$ cat src/rtl/sosq_pkg.sv
// Shared types and codes for the sortable stack or queue.
// No dependencies; imported by the comparator, the top level, the checker and the testbench.
package sosq_pkg;

    // Width of one stored word (signed Q16.16).
    localparam int VALUE_W = 32;
    // Width of the fill count reported with each result.
    localparam int FILL_W = 7;

    typedef logic signed [VALUE_W-1:0] t_value;

    // Operation codes carried by the kind field.
    localparam logic [1:0] KIND_PUSH  = 2'd0;
    localparam logic [1:0] KIND_POP   = 2'd1;
    localparam logic [1:0] KIND_SORT  = 2'd2;
    localparam logic [1:0] KIND_CLEAR = 2'd3;

    // Result status codes.
    localparam logic [1:0] STATUS_OK    = 2'd0;
    localparam logic [1:0] STATUS_FULL  = 2'd1;
    localparam logic [1:0] STATUS_EMPTY = 2'd2;

    // Configuration register indexes.
    localparam logic CFG_DISCIPLINE = 1'b0;
    localparam logic CFG_SORT_ORDER = 1'b1;

    // Discipline register values.
    localparam logic DISC_STACK = 1'b0;

endpackage

$ cat src/rtl/sosq_cmp.sv
// Signed order comparator shared by every compare step of the sort.
// Depends on sosq_pkg for the word type.
module sosq_cmp
    import sosq_pkg::*;
(
    input  t_value i_a,
    input  t_value i_b,
    input  logic   i_descending,
    output logic   o_before
);

    // True when word a belongs strictly before word b in the chosen order.
    always_comb begin
        if (i_descending) begin
            o_before = (i_a > i_b);
        end else begin
            o_before = (i_a < i_b);
        end
    end

endmodule

$ cat src/rtl/sortable_stack_or_queue.sv
// Bounded buffer of signed Q16.16 words that acts as a stack or a queue and can
// sort its contents in place; one result word follows every accepted command.
// Depends on sosq_pkg and sosq_cmp.
//
// A command is taken when start is high and busy is low. Push and clear return
// their result in the next cycle and leave busy low, so a command may follow every
// cycle. A stack pop, a queue pop and a sort hold busy high while they run; the
// queue pop and the sort run longer with more stored entries, all because of the
// single read port of the entry memory that each step of the queue shift and of
// the insertion sort goes through. The result is on the outputs for exactly one
// cycle with o_strobe high and must be taken then: there is no way to hold it off.
// The entry memory needs no clearing after reset; only entries below the fill
// count are ever put to use.
module sortable_stack_or_queue
    import sosq_pkg::*;
#(
    parameter int DEPTH = 64
) (
    input  logic              i_clk,
    input  logic              i_rst_n,
    input  logic              start,
    output logic              busy,
    input  logic [1:0]        i_kind,
    input  t_value            i_value,
    input  logic              i_cfg_we,
    input  logic              i_cfg_index,
    input  logic              i_cfg_data,
    output logic              o_strobe,
    output t_value            o_popped_value,
    output logic [1:0]        o_status,
    output logic [FILL_W-1:0] o_fill_count
);

    localparam int AW = (DEPTH > 1) ? $clog2(DEPTH) : 1;
    localparam int CW = $clog2(DEPTH + 1);

    typedef enum logic [2:0] {
        ST_IDLE,
        ST_POP_OUT,
        ST_Q_HEAD,
        ST_Q_SHIFT,
        ST_SORT_RDKEY,
        ST_SORT_KEY,
        ST_SORT_CMP,
        ST_SORT_PUT
    } t_state;

    // Registers.
    t_state            r_state,   n_state;
    logic [CW-1:0]     r_count,   n_count;
    logic              r_disc;
    logic              r_order;
    logic [AW-1:0]     r_i,       n_i;
    logic [AW-1:0]     r_j,       n_j;
    t_value            r_key,     n_key;
    t_value            r_pop,     n_pop;
    logic              r_strobe,  n_strobe;
    t_value            r_popped,  n_popped;
    logic [1:0]        r_status,  n_status;
    logic [FILL_W-1:0] r_fill,    n_fill;
    t_value            r_rdata;

    // Memory port controls.
    logic              mem_we;
    logic [AW-1:0]     mem_wa;
    t_value            mem_wd;
    logic [AW-1:0]     rd_addr;

    logic [CW-1:0]     cnt_m1;
    logic              more_keys;
    logic              key_first;

    t_value            mem [DEPTH];

    assign cnt_m1    = r_count - 1'b1;
    // Another insertion key remains when i + 1 is below the count.
    assign more_keys = ((CW'(r_i) + CW'(1)) < r_count);

    // Shared compare unit: key against the word just read.
    sosq_cmp u_cmp (
        .i_a          (r_key),
        .i_b          (r_rdata),
        .i_descending (r_order),
        .o_before     (key_first)
    );

    // Entry memory: one write port and one registered read port.
    always_ff @(posedge i_clk) begin
        if (mem_we) begin
            mem[mem_wa] <= mem_wd;
        end
        r_rdata <= mem[rd_addr];
    end

    // Sequencer next-state logic.
    always_comb begin
        n_state  = r_state;
        n_count  = r_count;
        n_i      = r_i;
        n_j      = r_j;
        n_key    = r_key;
        n_pop    = r_pop;
        n_strobe = 1'b0;
        n_popped = '0;
        n_status = STATUS_OK;
        mem_we   = 1'b0;
        mem_wa   = r_j;
        mem_wd   = r_rdata;
        rd_addr  = r_i;

        case (r_state)
            ST_IDLE: begin
                // Prefetch the word a pop would remove.
                rd_addr = (r_disc == DISC_STACK) ? cnt_m1[AW-1:0] : '0;
                if (start) begin
                    case (i_kind)
                        KIND_PUSH: begin
                            n_strobe = 1'b1;
                            if (r_count < CW'(DEPTH)) begin
                                mem_we  = 1'b1;
                                mem_wa  = r_count[AW-1:0];
                                mem_wd  = i_value;
                                n_count = r_count + 1'b1;
                            end else begin
                                n_status = STATUS_FULL;
                            end
                        end
                        KIND_POP: begin
                            if (r_count == '0) begin
                                n_strobe = 1'b1;
                                n_status = STATUS_EMPTY;
                            end else if (r_disc == DISC_STACK) begin
                                n_state = ST_POP_OUT;
                            end else begin
                                n_state = ST_Q_HEAD;
                            end
                        end
                        KIND_SORT: begin
                            if (r_count > CW'(1)) begin
                                n_i     = AW'(1);
                                n_state = ST_SORT_RDKEY;
                            end else begin
                                n_strobe = 1'b1;
                            end
                        end
                        default: begin
                            n_strobe = 1'b1;
                            n_count  = '0;
                        end
                    endcase
                end
            end

            ST_POP_OUT: begin
                n_strobe = 1'b1;
                n_popped = r_rdata;
                n_count  = cnt_m1;
                n_state  = ST_IDLE;
            end

            ST_Q_HEAD: begin
                // Head word is in hand; start moving the rest down by one place, toward the head.
                n_pop   = r_rdata;
                rd_addr = AW'(1);
                n_i     = AW'(1);
                if (r_count == CW'(1)) begin
                    n_strobe = 1'b1;
                    n_popped = r_rdata;
                    n_count  = cnt_m1;
                    n_state  = ST_IDLE;
                end else begin
                    n_state = ST_Q_SHIFT;
                end
            end

            ST_Q_SHIFT: begin
                // Word i has arrived: write it one place lower.
                mem_we  = 1'b1;
                mem_wa  = r_i - 1'b1;
                mem_wd  = r_rdata;
                rd_addr = r_i + 1'b1;
                if (more_keys) begin
                    n_i = r_i + 1'b1;
                end else begin
                    n_strobe = 1'b1;
                    n_popped = r_pop;
                    n_count  = cnt_m1;
                    n_state  = ST_IDLE;
                end
            end

            ST_SORT_RDKEY: begin
                rd_addr = r_i;
                n_state = ST_SORT_KEY;
            end

            ST_SORT_KEY: begin
                n_key   = r_rdata;
                n_j     = r_i;
                rd_addr = r_i - 1'b1;
                n_state = ST_SORT_CMP;
            end

            ST_SORT_CMP: begin
                // Compare the key with word j-1, now in the read register.
                mem_we = 1'b1;
                mem_wa = r_j;
                if (key_first) begin
                    mem_wd  = r_rdata;
                    n_j     = r_j - 1'b1;
                    rd_addr = r_j - AW'(2);
                    if (r_j == AW'(1)) begin
                        n_state = ST_SORT_PUT;
                    end
                end else begin
                    mem_wd = r_key;
                    if (more_keys) begin
                        n_i     = r_i + 1'b1;
                        n_state = ST_SORT_RDKEY;
                    end else begin
                        n_strobe = 1'b1;
                        n_state  = ST_IDLE;
                    end
                end
            end

            ST_SORT_PUT: begin
                // The key belongs at the very front.
                mem_we = 1'b1;
                mem_wa = r_j;
                mem_wd = r_key;
                if (more_keys) begin
                    n_i     = r_i + 1'b1;
                    n_state = ST_SORT_RDKEY;
                end else begin
                    n_strobe = 1'b1;
                    n_state  = ST_IDLE;
                end
            end

            default: begin
                n_state = ST_IDLE;
            end
        endcase

        n_fill = FILL_W'(n_count);
    end

    // State, configuration and registered result word.
    always_ff @(posedge i_clk) begin
        if (!i_rst_n) begin
            r_state  <= ST_IDLE;
            r_count  <= '0;
            r_disc   <= 1'b0;
            r_order  <= 1'b0;
            r_strobe <= 1'b0;
        end else begin
            r_state  <= n_state;
            r_count  <= n_count;
            r_strobe <= n_strobe;
            if (i_cfg_we) begin
                case (i_cfg_index)
                    CFG_DISCIPLINE: r_disc  <= i_cfg_data;
                    CFG_SORT_ORDER: r_order <= i_cfg_data;
                    default: begin
                    end
                endcase
            end
        end
        r_i      <= n_i;
        r_j      <= n_j;
        r_key    <= n_key;
        r_pop    <= n_pop;
        r_popped <= n_popped;
        r_status <= n_status;
        r_fill   <= n_fill;
    end

    assign busy           = (r_state != ST_IDLE);
    assign o_strobe       = r_strobe;
    assign o_popped_value = r_popped;
    assign o_status       = r_status;
    assign o_fill_count   = r_fill;

endmodule

$ cat config.mk
export PLATFORM = sky130hd
export DESIGN_NAME = sortable_stack_or_queue
export DESIGN_NICKNAME = d
export VERILOG_FILES = /design/src/rtl/sosq_pkg.sv /design/src/rtl/sosq_cmp.sv /design/src/rtl/sortable_stack_or_queue.sv
export SDC_FILE = /design/constraint.sdc
export NUM_CORES = 2
export LEC_CHECK = 0
export BUFFER_PORTS_ARGS = -buffer_cell sky130_fd_sc_hd__buf_2
export CAP_MARGIN = 20
export CELL_PAD_IN_SITES_DETAIL_PLACEMENT = 2
export CELL_PAD_IN_SITES_GLOBAL_PLACEMENT = 2
export CORE_MARGIN = 2
export CORE_UTILIZATION = 51
export DETAILED_ROUTE_END_ITERATION = 12
export HOLD_SLACK_MARGIN = 0.12
export PLACE_DENSITY = 0.82
export SKIP_LAST_GASP = 1
export SYNTH_ARGS = -nofsm -noshare
export SYNTH_HDL_FRONTEND = slang
export SYNTH_SLANG_ARGS = --single-unit
$ cat constraint.sdc
create_clock -name i_clk -period 14 [get_ports i_clk]
set_clock_uncertainty 0.1 [all_clocks]
set_input_delay 1.4 -clock i_clk [delete_from_list [all_inputs] [get_ports i_clk]]
set_output_delay 1.4 -clock i_clk [all_outputs]
set_load 0.05 [all_outputs]
==> out/qor.csv <==
stage,metric,value,unit
clock_tree,"Reg clk slew, reported paths",0.07,ns
timing,Tcrit/Tclk final,0.674,
route,# DRC,0,
timing,maximum clock frequency,106,MHz
route,routed wire length,426000,um
timing,Worst slew margin,0.137,
yosys,ys flop type,edfxtp_1,
yosys,yosys warns,0,
place,PortBufs,82,
timing,Hold WS,0.399,ns
yosys,Mapped Area,0.0891,mm2
clock_tree,Num CTS Buffers,223,
die,initial core utilization,0.513,
die,Core Footprint,0.174,mm2
status,status,finished clean,
clock_tree,Post-CTS Setup Bufs,0,
yosys,Post-synth EDFFs,2124,
clock_tree,H-tree Lvls,4,
timing,"Setup violations, final",0,
yosys,synthesis-stage register bit count,2210,
finish,Nets,6098,
yosys,largest area contributor in the netlist,edfxtp_1,
yosys,Post-synth ARST share,0,
grt,total track usage,0.472,
worst_setup_path,CP required,14.64,ns
finish,Area Growth Syn to Fin,12.7,%
grt,largest net degree at the start of global routing,187,
route,drt pass-1 iters,8,
route,routed vias/inst,7.53,
die,Die Y,422,um
yosys,Gate Count Post-Synth,5871,
timing,fin crit period,9.43,ns
timing,RSZ-0062 raised after global routing,no,
die,die area,0.178,mm2
grt,first-pass GRT wire length,583000,um
route,WL/cell,49.9,um
clock_tree,total clock sinks,2210,
yosys,post-synthesis cell type count,77,
timing,Setup TNS Final,0,ns
worst_setup_path,WP data arrival,10.08,ns
yosys,"Seq/Total Area, Yosys",0.735,
job,max cap viols,0,
yosys,Syn Nets,5962,
yosys,post-synth top area share,0.716,
yosys,"top cells by area, synth","edfxtp_1 (72%), mux2i_1 (9.8%), nand2_1 (3.1%)",
yosys,Mapped Avg Cell Area,15.2,um2
clock_tree,worst skew pair latency,0.93,ns
place,Post-DP HPWL,208000,um
worst_setup_path,Crit. End Element,flop,
timing,worst-margin pin slew,1.26,ns
route,DR iter-0 viols,10945,
finish,fin util,0.578,
worst_setup_path,crit-path max FO,113,
clock_tree,Longest Clk Path Bufs,3,
grt,antenna violations before repair,40,
timing,max-slew violations,0,
die,Die Wd,422,um
hold_path,Hold Crit Class,reg2reg,
finish,layout cell share with drive strength beyond 1,0.115,
clock_tree,# hold bufs at CTS,0,
place,Final GP Congestion,0.846,
grt,vias in the first global route,66433,
timing,final hold vios,0,
grt,total gr overflow,0,
clock_tree,CTS tree,yes,
die,row count,153,
worst_setup_path,Startpoint Class,flop,
worst_setup_path,Crit Path Class,reg2reg,
die,IO Pins,83,
clock_tree,PostCTS Resize Cnt,0,
route,via count,64305,
route,"antenna viol nets, final",0,
clock_tree,CTS Root Cell,clkbuf_16,
[path summary, 6_finish.rpt]
kind	cells after the start	to	from	slack, ns
worst max-delay path	20	r_rdata[1]	r_rdata[31]	4.57
worst max register to register	20	r_rdata[1]	r_rdata[31]	4.57
worst min-delay path	1	o_popped_value[4]	r_pop[4]	0.40
worst min register to register	1	o_popped_value[4]	r_pop[4]	0.40
[area by class of cell]
class	count	area (um2)
timing repair buffer	268	1930
multi-input combinational	3249	22700
clock buffer	278	5890
antenna	21	52.6
inverter	55	206
sequential	2210	65500
fill	14848	73200
tap	2325	2910
clock inverter	135	1220
[routing by layer]
layer | track usage | vias up | wire, um
met5 | 0.00108 | - | 101
met4 | 0.320 | 16 | 35700
met3 | 0.125 | 2062 | 50700
met2 | 0.737 | 6533 | 195000
met1 | 0.579 | 32681 | 145000
li1 | - | 23013 | -
[Yosys cell counts, drive strengths merged, types with 51 or more instances]
master   instances
a2111oi         54
a21oi          305
buf            198
clkbuf         159
dfxtp           86
edfxtp        2124
ha              51
inv             55
mux2i          872
nand2          733
nand3          160
nand4           57
nor2           162
nor3            69
o21ai          185
o22ai          261
[placed cells by master (no fill, tap or decap), drive strengths merged, types with 36 or more instances in the layout]
cell     synthesis  layout
o21ai          185     185
dfxtp           86      86
nor3            69      69
a2111oi         54      54
nand2          733     733
mux2i          872     872
a221o           36      36
a21oi          305     305
clkinv           0     100
clkbuf         159     282
nor2           162     162
buf            198     262
inv             55      66
edfxtp        2124    2124
nand3          160     160
nand4           57      57
o22ai          261     261
ha              51      51
[stage by stage]
stage | cell area, um2 | setup slack (ns) | cells
floorplan | 89100 | 8.65 | 5871
global placement | 93200 | 6.19 | 8098
detailed placement | 93200 | 5.64 | 8098
global route | 100000 | 4.63 | 8522
CTS | 100000 | 5.19 | 8511
finish | 100000 | 4.57 | 8541
[sequential cells by signal (all words and copies together), names as in the netlist, 2 cells and up]
signal,cells
mem,2048
o_popped_value,32
r_key,32
r_pop,32
r_rdata,32
o_fill_count,7
r_count,7
r_i,6
r_j,6
r_state,3
o_status,2
[cell families (layout without fill, tap and decap cells)]
| kind of cell | count (synthesis) | after routing | synth area share |
|---|---|---|---|
| xor gates and xnor gates | 26 | 26 | 0.00256 |
| AOI/OAI and AO/OA | 1024 | 1024 | 0.0729 |
| and+or+nand+nor | 1273 | 1273 | 0.0621 |
| DFF | 2210 | 2210 | 0.735 |
| other | 0 | 21 | 0 |
| adders and majority gates | 51 | 51 | 0.00716 |
| buffers and inverters | 412 | 736 | 0.0216 |
| muxes | 875 | 875 | 0.0985 |
[critical path, stage by stage (launching register included)]
cell            delay, ns
dfxtp_1              0.60
inv_1                0.14
ha_1                 0.78
nand4_2              0.34
nor4_4               0.70
a31oi_1              0.55
inv_1                0.25
o211a_1              0.26
a21oi_4              0.04
buf_4                0.42
a2bb2oi_4            0.27
buf_4                0.54
buf_4                0.66
buf_4                0.72
buf_12               0.56
a21oi_1              0.17
nor3_1               0.62
a2111oi_0            0.19
dlymetal6s2s_1       0.27
buf_4                0.16
or4_1                0.60
Power is not shown: default switching activity piles up to over one toggle a cycle in this logic, so the estimate is an artifact.
